**src/rtl/tsrr_pkg.sv**
```systemverilog
// Shared types and constants for the task slot round-robin scheduler.
package tsrr_pkg;

    // Operation codes carried in the func field
    typedef enum logic [1:0] {
        FUNC_ALLOC  = 2'd0,
        FUNC_RUN    = 2'd1,
        FUNC_SWITCH = 2'd2,
        FUNC_NOP    = 2'd3
    } t_func;

    // Result status codes
    typedef enum logic [1:0] {
        STAT_OK      = 2'd0,
        STAT_NO_FREE = 2'd1,
        STAT_FULL    = 2'd2
    } t_status;

    // Operation on the slot status table for one accepted word
    typedef struct packed {
        logic alloc;   // claim the lowest free slot
        logic mark;    // mark the given slot active
    } t_slot_op;

    localparam int unsigned   FTD_W     = 13;
    localparam logic [12:0]   FTD_RESET = 13'd3;
    localparam int unsigned   SEL_SHIFT = 3;   // selector = descriptor index times 8

endpackage

```
**src/rtl/tsrr_slot_table.sv**
```systemverilog
// Free/busy table of task slots with a lowest-free-slot finder.
module tsrr_slot_table
    import tsrr_pkg::*;
#(
    parameter int unsigned TASK_SLOTS = 16,
    parameter int unsigned SW         = 4
) (
    input  logic          i_clk,
    input  logic          i_rst_n,
    input  t_slot_op      i_op,
    input  logic [SW-1:0] i_mark_slot,
    output logic          o_found,
    output logic [SW-1:0] o_free_slot
);

    // Only free versus taken is ever observed, so one bit per slot is kept
    logic [TASK_SLOTS-1:0] r_free;
    logic [TASK_SLOTS-1:0] n_free;

    // Find the lowest free slot
    always_comb begin
        o_found     = 1'b0;
        o_free_slot = '0;
        for (int i = TASK_SLOTS - 1; i >= 0; i--) begin
            if (r_free[i]) begin
                o_found     = 1'b1;
                o_free_slot = SW'(i);
            end
        end
    end

    // Clear the claimed or activated slot
    always_comb begin
        n_free = r_free;
        if (i_op.alloc && o_found) begin
            n_free[o_free_slot] = 1'b0;
        end
        if (i_op.mark) begin
            n_free[i_mark_slot] = 1'b0;
        end
    end

    // Slot 0 starts taken, every other slot free
    always_ff @(posedge i_clk) begin
        if (!i_rst_n) begin
            r_free <= {{(TASK_SLOTS-1){1'b1}}, 1'b0};
        end else begin
            r_free <= n_free;
        end
    end

endmodule

```
**src/rtl/task_slot_round_robin_scheduler.sv**
```systemverilog
// Top level of the task slot round-robin scheduler.
//
//  channel   signals                               direction  accepted when
//  -------   -------------------------------       ---------  --------------------
//  command   start, busy, i_func, i_slot_in        in/out     start && !busy
//  result    o_done, o_status, o_slot_out,         out        every cycle o_done is high
//            o_selector, o_ready_total
//  config    i_cfg_valid, o_cfg_ready, i_cfg_data  in/out     i_cfg_valid && o_cfg_ready
//
// One command word is taken every cycle; busy stays low. Its result appears on
// the cycle after acceptance, for one cycle, set by the registered read of the
// ready list memory. Synchronous reset leaves slot 0 active and the only ready
// entry, count 1, position 0, descriptor base 3. The receiver cannot stall, so
// results are never held back.
module task_slot_round_robin_scheduler
    import tsrr_pkg::*;
#(
    parameter int unsigned TASK_SLOTS = 16
) (
    input  logic             i_clk,
    input  logic             i_rst_n,
    input  logic             start,
    output logic             busy,
    input  logic [1:0]       i_func,
    input  logic [3:0]       i_slot_in,
    output logic             o_done,
    output logic [1:0]       o_status,
    output logic [3:0]       o_slot_out,
    output logic [15:0]      o_selector,
    output logic [4:0]       o_ready_total,
    input  logic             i_cfg_valid,
    output logic             o_cfg_ready,
    input  logic [FTD_W-1:0] i_cfg_data
);

    localparam int unsigned SW = (TASK_SLOTS > 1) ? $clog2(TASK_SLOTS) : 1;
    localparam int unsigned CW = $clog2(TASK_SLOTS + 1);

    // Control state
    logic [FTD_W-1:0] r_ftd;
    logic [CW-1:0]    r_count, n_count;
    logic [SW-1:0]    r_pos, n_pos;
    logic             r_done;

    // Result register
    t_status          r_status, n_status;
    logic [SW-1:0]    r_slot, n_slot;
    logic             r_slot_valid, n_slot_valid;
    logic             r_from_list, n_from_list;
    logic             r_rd_zero;
    logic [4:0]       r_total;

    // Ready list memory
    logic [SW-1:0]    r_list [TASK_SLOTS];
    logic [SW-1:0]    r_rd_data;
    logic [SW-1:0]    rd_addr;
    logic             wr_en;

    logic             accept;
    t_func            func;
    logic [SW-1:0]    slot_mod;
    logic             full;
    logic [SW-1:0]    pos_inc;
    t_slot_op         slot_op;
    logic             found;
    logic [SW-1:0]    free_slot;
    logic [SW-1:0]    slot_sel;
    logic [15:0]      slot16;

    assign busy        = 1'b0;
    assign o_cfg_ready = 1'b1;
    assign accept      = start && !busy;
    assign func        = t_func'(i_func);
    assign full        = (r_count == CW'(TASK_SLOTS));
    assign pos_inc     = r_pos + SW'(1);

    // Reduce the slot index modulo the slot count
    always_comb begin
        slot_mod = '0;
        for (int v = 0; v < 16; v++) begin
            if (i_slot_in == 4'(v)) begin
                slot_mod = SW'(v % TASK_SLOTS);
            end
        end
    end

    // Decide state updates and the result for the accepted word
    always_comb begin
        n_count      = r_count;
        n_pos        = r_pos;
        n_status     = STAT_OK;
        n_slot       = '0;
        n_slot_valid = 1'b1;
        n_from_list  = 1'b0;
        slot_op      = '0;
        wr_en        = 1'b0;
        rd_addr      = r_pos;
        unique case (func)
            FUNC_ALLOC: begin
                slot_op.alloc = accept;
                n_slot        = free_slot;
                n_slot_valid  = found;
                n_status      = found ? STAT_OK : STAT_NO_FREE;
            end
            FUNC_RUN: begin
                n_slot = slot_mod;
                if (full) begin
                    n_status = STAT_FULL;
                end else begin
                    slot_op.mark = accept;
                    wr_en        = accept;
                    n_count      = r_count + CW'(1);
                end
            end
            FUNC_SWITCH: begin
                n_from_list = 1'b1;
                if (r_count >= CW'(2)) begin
                    n_pos = (CW'(pos_inc) == r_count || pos_inc == '0) ? '0 : pos_inc;
                end
                rd_addr = n_pos;
            end
            FUNC_NOP: begin
                n_from_list = 1'b1;
            end
            default: begin
                n_from_list = 1'b1;
            end
        endcase
    end

    tsrr_slot_table #(
        .TASK_SLOTS (TASK_SLOTS),
        .SW         (SW)
    ) u_slot_table (
        .i_clk       (i_clk),
        .i_rst_n     (i_rst_n),
        .i_op        (slot_op),
        .i_mark_slot (slot_mod),
        .o_found     (found),
        .o_free_slot (free_slot)
    );

    // Append to the ready list and read the selected entry
    always_ff @(posedge i_clk) begin
        if (wr_en) begin
            r_list[r_count[SW-1:0]] <= slot_mod;
        end
        r_rd_data <= r_list[rd_addr];
    end

    // Control registers
    always_ff @(posedge i_clk) begin
        if (!i_rst_n) begin
            r_ftd   <= FTD_RESET;
            r_count <= CW'(1);
            r_pos   <= '0;
            r_done  <= 1'b0;
        end else begin
            r_done <= accept;
            if (i_cfg_valid && o_cfg_ready) begin
                r_ftd <= i_cfg_data;
            end
            if (accept) begin
                r_count <= n_count;
                r_pos   <= n_pos;
            end
        end
    end

    // Hold the result word; entry 0 of the list is never written and reads as 0
    always_ff @(posedge i_clk) begin
        if (accept) begin
            r_status     <= n_status;
            r_slot       <= n_slot;
            r_slot_valid <= n_slot_valid;
            r_from_list  <= n_from_list;
            r_rd_zero    <= (rd_addr == '0);
            r_total      <= 5'(n_count);
        end
    end

    // Drive the result ports
    always_comb begin
        if (r_from_list) begin
            slot_sel = r_rd_zero ? '0 : r_rd_data;
        end else begin
            slot_sel = r_slot;
        end
        slot16 = 16'(slot_sel);
    end

    assign o_done        = r_done;
    assign o_status      = r_status;
    assign o_slot_out    = r_slot_valid ? slot16[3:0] : 4'd0;
    assign o_selector    = r_slot_valid ? 16'((16'(r_ftd) + slot16) << SEL_SHIFT) : 16'd0;
    assign o_ready_total = r_total;

endmodule
```
**config.mk**
```make
export PLATFORM = sky130hd
export DESIGN_NAME = task_slot_round_robin_scheduler
export DESIGN_NICKNAME = d
export VERILOG_FILES = /design/src/rtl/tsrr_pkg.sv /design/src/rtl/tsrr_slot_table.sv /design/src/rtl/task_slot_round_robin_scheduler.sv
export SDC_FILE = /design/constraint.sdc
export NUM_CORES = 1
export LEC_CHECK = 0
export BUFFER_PORTS_ARGS = -buffer_cell sky130_fd_sc_hd__clkbuf_2
export CORE_MARGIN = 2
export CORE_UTILIZATION = 35
export CTS_BUF_LIST = sky130_fd_sc_hd__clkbuf_8
export CTS_CLUSTER_DIAMETER = 200
export DETAILED_ROUTE_END_ITERATION = 16
export SLEW_MARGIN = 20
export SYNTH_ARGS = -nofsm -noshare
export SYNTH_HDL_FRONTEND = slang
export SYNTH_SLANG_ARGS = --single-unit
export TNS_END_PERCENT = 10
```
**constraint.sdc**
```tcl
create_clock -name i_clk -period 7.61 [get_ports i_clk]
set_input_delay 1.522 -clock i_clk [delete_from_list [all_inputs] [get_ports i_clk]]
set_output_delay 1.522 -clock i_clk [all_outputs]
set_load 0.005 [all_outputs]
```
# ---- Word-level counts from Yosys, hierarchy flattened
# Memory sizes are Yosys's and may differ from the RTL's. A register that Yosys moved wholly into a read port is not among the register bits.
# Cells that the tools add are included.
dict set report word_totals {
  ff_bits 53
  ramBits 64
  input_bits 23
  out_inout_bits 30
  mem_count 1
}
dict set report classes {
  n_addsub 3
  magnitude_cmp 5
  eq_ne 20
  mux 72
  bitwise_logic 4
  n_reduce_logical 8
}
# memory depth word_bits read_ports rd_ports_with_merged_regs wr line
set mem_list {}
lappend mem_list {r_list 16 4 1 1 1 task_slot_round_robin_scheduler.sv:54} ;# logic [SW-1:0] r_list [TASK_SLOTS];
# op count
set op_table {}
lappend op_table {{4-bit 2-to-1 mux} 32}
lappend op_table {{16-bit 2-to-1 mux} 3}
lappend op_table {{16-bit bitwise AND} 2}
lappend op_table {{4-bit equality test (second input constant)} 8}
lappend op_table {{16-bit inverter} 2}
lappend op_table {{1-bit 2-to-1 mux} 26}
lappend op_table {{4-bit by 3-bit equality test with 1-bit output (second input constant)} 4}
lappend op_table {{13-bit by 4-bit adder with 13-bit output} 1}
lappend op_table {{4-bit by 5-bit < comparator with 1-bit output (second input constant)} 2}
lappend op_table {{5-bit 2-to-1 mux} 2}
lappend op_table {{1-bit demux with 4-bit select} 2}
lappend op_table {{4-bit by 2-bit equality test with 1-bit output (second input constant)} 2}
lappend op_table {{4-bit by 1-bit greater-or-equal comparator with 1-bit output (second input constant)} 2}
lappend op_table {{4-bit zero test} 2}
lappend op_table {{4-bit case mux with 2 select lines} 1}
lappend op_table {{2-bit 2-to-1 mux} 3}
lappend op_table {{3-bit 2-to-1 mux} 2}
lappend op_table {{5-bit by 1-bit adder with 5-bit output (second input constant)} 1}
lappend op_table {{4-bit by 5-bit equality test with 1-bit output} 1}
lappend op_table {{5-bit equality test (second input constant)} 1}
lappend op_table {{5-bit by 2-bit greater-or-equal comparator with 1-bit output (second input constant)} 1}
lappend op_table {{4-bit by 1-bit adder with 4-bit output (second input constant)} 1}
lappend op_table {{2-bit equality test (second input constant)} 2}
lappend op_table {{4-bit by 1-bit equality test with 1-bit output (second input constant)} 1}
lappend op_table {{6 further kinds} 8}

# ---- Depth between registers and ports, before layout
dict set report logic_depth {
  ltp_word 25
  mapped_depth 13
}

# ---- Modules after synthesis
# A second synthesis with hierarchy kept.
dict set report hier_totals {
  hier_cells 624
  hier_area_um2 6286.0
}
# module instances cells_per_inst area_per_inst_um2 seq_area_each_um2
set by_module_without_submodules {}
lappend by_module_without_submodules {task_slot_round_robin_scheduler 1 511 5403.9 2882.8}
lappend by_module_without_submodules {tsrr_slot_table 1 113 882.1 320.3}

# ---- Worst setup path after synthesis
# No wires, ideal clock.
dict set report synth_path {
  kind {flip-flop to output port}
  start {register r_from_list}
  end {output port o_selector[12]}
  arrival_time_ns 2.270
  setup_slack_ns 3.818
  path_stages_with_launch 12
  n_path_buf 0
  cell_sequence {edfxtp_1 nor2b_1 a21oi_1 inv_1 ha_1 a21o_1 a21oi_1 nor2b_1 o21ai_0 nand2b_1 xnor2_1 and2_1}
}
dict set report synth_between {
  elab_chain_len 3
}
# item line
set synth_rtl {}
lappend synth_rtl {{start: declaration} task_slot_round_robin_scheduler.sv:49} ;# logic r_from_list, n_from_list;
lappend synth_rtl {{start signal: assignment} task_slot_round_robin_scheduler.sv:176} ;# r_from_list <= n_from_list;
lappend synth_rtl {{4-bit 2-to-1 mux} task_slot_round_robin_scheduler.sv:184} ;# if (r_from_list) begin
lappend synth_rtl {{13-bit by 4-bit adder with 13-bit output} task_slot_round_robin_scheduler.sv:195} ;# assign o_selector = r_slot_valid ? 16'((16'(r_ftd) + slot16) << SEL_SHIFT) : 16'd0;
lappend synth_rtl {{16-bit 2-to-1 mux} task_slot_round_robin_scheduler.sv:195}
lappend synth_rtl {{end: declaration} task_slot_round_robin_scheduler.sv:29} ;# output logic [15:0] o_selector,
# Every way passes these cells.

# ---- Final worst setup path
dict set report layout_path {
  start {register r_from_list}
  end {output port o_selector[14]}
}
# Same word-level chain as after synthesis.

==> flow_summary.yaml <==
routing:
  wl_per_cell_um: 16.1
  route.detailed.drc: 0
  via_count: 4004
  wl_um: 12800
  ant_nets: 0
  initial_drt_markers: 320
  per_cell_via_count_in_the_routed_design: 5.02
  drt_first_pass_iters: 4
clock_tree:
  worst_skew_pair.late_latency_ns: 0.44
  cts_tree: "done"
  post_cts_hold_buffer_count: 0
  clock_sink_count: 121
  post_cts.repair.setup_buffers: 0
  clock_tree.htree_level_count: 4
  cts.clk_slew.worst_paths_ns: 0.08
  post_cts_resized: 0
  clk_path_buf_depth: 2
  number_of_cts_inserted_buffers: 17
  ctsRootBufferMaster: "sky130_fd_sc_hd__clkbuf_8"
setup_path:
  setup.worst_path.start_class: "flip-flop"
  worstPathMaxFanout: 6
  timing.critical_path.cells: "nor2b_1 -> a21oi_1 -> inv_1 -> ha_1 -> a21o_1 -> a21oi_1 -> nor2b_1 -> o21ai_0 -> nand2b_1 -> xnor2_1 -> and2_1 -> clkbuf_2"
  setup.worst_path.start: "r_from_list"
  minimum_setup_slack_among_reg_to_reg_paths_ns: 4.40
  critical-path-top-delay-family: "compound AO/OA/AOI/OAI gates"
  worstSetupEndpointType: "output port"
  criticalPathCategory: "reg2out"
  cp_data_arrival_time_ns: 3.12
  slowest_delay_ns: 0.44
  timing.critical_path.slowest_stage_cell: "sky130_fd_sc_hd__edfxtp_1"
  cp_num_buf_inv: 2
  timing.critical_path.required_ns: 6.09
  critical_path.reg2reg.startpoint: "r_pos[0]"
synth:
  syn_avg_cell_area_sq_um: 11.1
  synth_enable_flop_cells: 78
  synth-async-reset-ratio_pct: 0
  yosysWarningCount: 0
  synth_largest_area_cell: "sky130_fd_sc_hd__edfxtp_1"
  synth.area.top_cells: "sky130_fd_sc_hd__edfxtp_1 40%, sky130_fd_sc_hd__dfxtp_1 15%, sky130_fd_sc_hd__mux2i_1 9.2%"
  synth_top_area_share_pct: 39.7
  yosysUniqueCellTypes: 57
  ys.flop_type: "sky130_fd_sc_hd__edfxtp_1"
  yosysMostFrequentCell: "sky130_fd_sc_hd__edfxtp_1"
  synth-seq-area-share_pct: 54.3
  synth.top_cells.by_count: "78 x sky130_fd_sc_hd__edfxtp_1, 56 x sky130_fd_sc_hd__nor2_1, 54 x sky130_fd_sc_hd__mux2i_1"
  synth.ff_latch_count: 121
  total_standard_cell_area_after_synthesis_sq_mm: 0.00590
  synth_cells: 531
pwr:
  proportion_of_power_drawn_by_flip_flops_and_latches_pct: 49.5
  power_w: 0.00147
  pwr-share-comb_pct: 9.1
  share_clk_of_total_power_pct: 41.4
  worst_ir_drop_vdd_uv: 108
  static_leakage_nw: 2.67
  p_per_area_mw_per_mm2: 220
  switchingPower_w: 0.000345
  netSwitchingFraction_pct: 23.5
  power.internal_w: 0.00112
finish:
  instances_no_fill: 798
  drive_gt1_share_pct: 14.9
  ant_diodes: 0
  fin_nets: 599
  syn_to_final_growth_pct: 13.0
die:
  core.rowCount: 47
  initial_utilization_pct: 35.7
  core_region_area_sq_mm: 0.0165
  die_h_um: 134
  die_width_um: 134
  floorplan_die_area_sq_mm: 0.0179
  ios: 53
job:
  drv.max_cap_violation_count: 0
placed_design:
  post-place-cells: 766
  port_buffers: 47
  dpl.hpwl_um: 8980
  gp_routability_congestion: 0.833
sta:
  final-max-slew-violation-count: 0
  count_of_final_hold_check_violations: 0
  setup-violations-final: 0
  worstMarginPinSlew_ns: 0.727
  finalCriticalPeriod_ns: 4.64
  worst_slew_margin_rel_pct: 51.5
  rsz0062_at_grt: "false"
  timing.final.crit_share_pct: 61.0
  finalSetupTns_ns: 0
  timing.fmax_mhz: 215
  fin_skew_ns: 0.0133
status:
  run_status: "complete, no violations"
worst_hold_path:
  min_path_type: "reg2reg"
  worstHoldStart: "r_ftd[0]"
grt:
  grt_pass1_vias: 3986
  grt_first_pass_wirelength_um: 20600
  grt_start_max_net_pins: 30
  leftover_overflow_at_the_end_of_global_routing: 0
  track_usage_pct: 15.0
  antenna_found_initial: 0
## cells in the final DEF, fill, tap and decap left out, types with 7 or more instances in the layout
| master | count |
|---|---|
| sky130_fd_sc_hd__dfxtp_1 | 43 |
| sky130_fd_sc_hd__inv_1 | 19 |
| sky130_fd_sc_hd__clkbuf_8 | 17 |
| sky130_fd_sc_hd__nor3_1 | 7 |
| sky130_fd_sc_hd__nand2_1 | 38 |
| sky130_fd_sc_hd__nand3_1 | 9 |
| sky130_fd_sc_hd__mux2i_1 | 54 |
| sky130_fd_sc_hd__clkbuf_2 | 47 |
| sky130_fd_sc_hd__o21ai_0 | 22 |
| sky130_fd_sc_hd__o31a_1 | 8 |
| sky130_fd_sc_hd__ha_1 | 10 |
| sky130_fd_sc_hd__nor2b_1 | 10 |
| sky130_fd_sc_hd__nand2b_1 | 13 |
| sky130_fd_sc_hd__xnor2_1 | 13 |
| sky130_fd_sc_hd__nor2_1 | 56 |
| sky130_fd_sc_hd__edfxtp_1 | 78 |
| sky130_fd_sc_hd__a21oi_1 | 16 |
| sky130_fd_sc_hd__and2_1 | 14 |
## flip-flops by register name, summed over array words and instances (netlist names)
register	cells
o_done	1
o_status	2
o_ready_total	5
r_count	5
r_list	64
u_slot_table.r_free	16
r_pos	4
r_slot_valid	1
r_rd_data	4
r_ftd	13
r_rd_zero	1
r_slot	4
r_from_list	1
## cell type report
class	instances	area [sq um]
clock buffers	17	234
clock inverters	15	186
flip-flops and latches	121	3200
fillers	1607	9860
multi-input cells	359	2450
well taps	220	275
inverters	16	60.1
repair buffers	50	258
## power groups by stage
| stage | Clock, W | Combinational [W] | Sequential, W |
|---|---|---|---|
| after global routing | 0.000644 | 0.000149 | 0.000728 |
| final | 0.000607 | 0.000133 | 0.000726 |
| after global placement | 0 | 0.000132 | 0.000740 |
| after detailed placement | 0 | 0.000135 | 0.000741 |
| after CTS | 0.000621 | 0.000136 | 0.000726 |
| after floorplan | 0 | 0.0000944 | 0.000736 |
## worst reg2reg max path: cells and delay by family, from the launching register on
kind	cells	cell delay [ns]
muxes	1	0.47
DFF	1	0.55
adders and majority gates	1	0.38
AOI/OAI and AO/OA	5	1.06
xor gates and xnor gates	1	0.30
buffers and inverters	1	0.23
and+or+nand+nor	1	0.10
## kinds of logic (layout without fill, tap and decap cells)
| group | after synthesis | in the layout | share of synthesized area [%] |
|---|---|---|---|
| simple gates | 176 | 176 | 14.8 |
| flops | 121 | 121 | 54.3 |
| compound gates | 92 | 92 | 10.6 |
| mux | 58 | 58 | 10.7 |
| buf+inv | 54 | 98 | 4.33 |
| xor+xnor | 17 | 17 | 2.65 |
| fa+ha+maj | 11 | 11 | 2.46 |
| other cells | 2 | 5 | 0.127 |
## metrics by stage
| step | hold WS, ns | cell area, sq um | util [%] | setup WS (ns) |
|---|---|---|---|---|
| 4_1_cts | 0.495 | 6670 | 40.4 | 2.93 |
| 6_report | 0.493 | 6670 | 40.4 | 2.97 |
| 3_5_place_dp | 0.476 | 6250 | 37.8 | 3.44 |
| 5_1_grt | 0.527 | 6670 | 40.4 | 2.71 |
| 3_3_place_gp | 0.480 | 6250 | 37.8 | 3.48 |
| 2_1_floorplan | 0.449 | 5910 | - | 3.82 |
## worst paths after layout
check	cells after the start	endpoint
hold / removal	2	r_ftd[0]
hold reg to reg	2	r_ftd[0]
setup reg to reg	10	r_rd_data[2]
setup / recovery	12	o_selector[14]
## metal layers
layer | GRT usage, % | vias up | routed length [um]
li1 | - | 1986 | -
met1 | 19.8 | 1905 | 5960
met2 | 23.8 | 96 | 6100
met3 | 3.51 | 17 | 553
met4 | 5.91 | 0 | 215
met5 | 0 | - | 0
No activity file was read; power rests on OpenSTA's default activity.
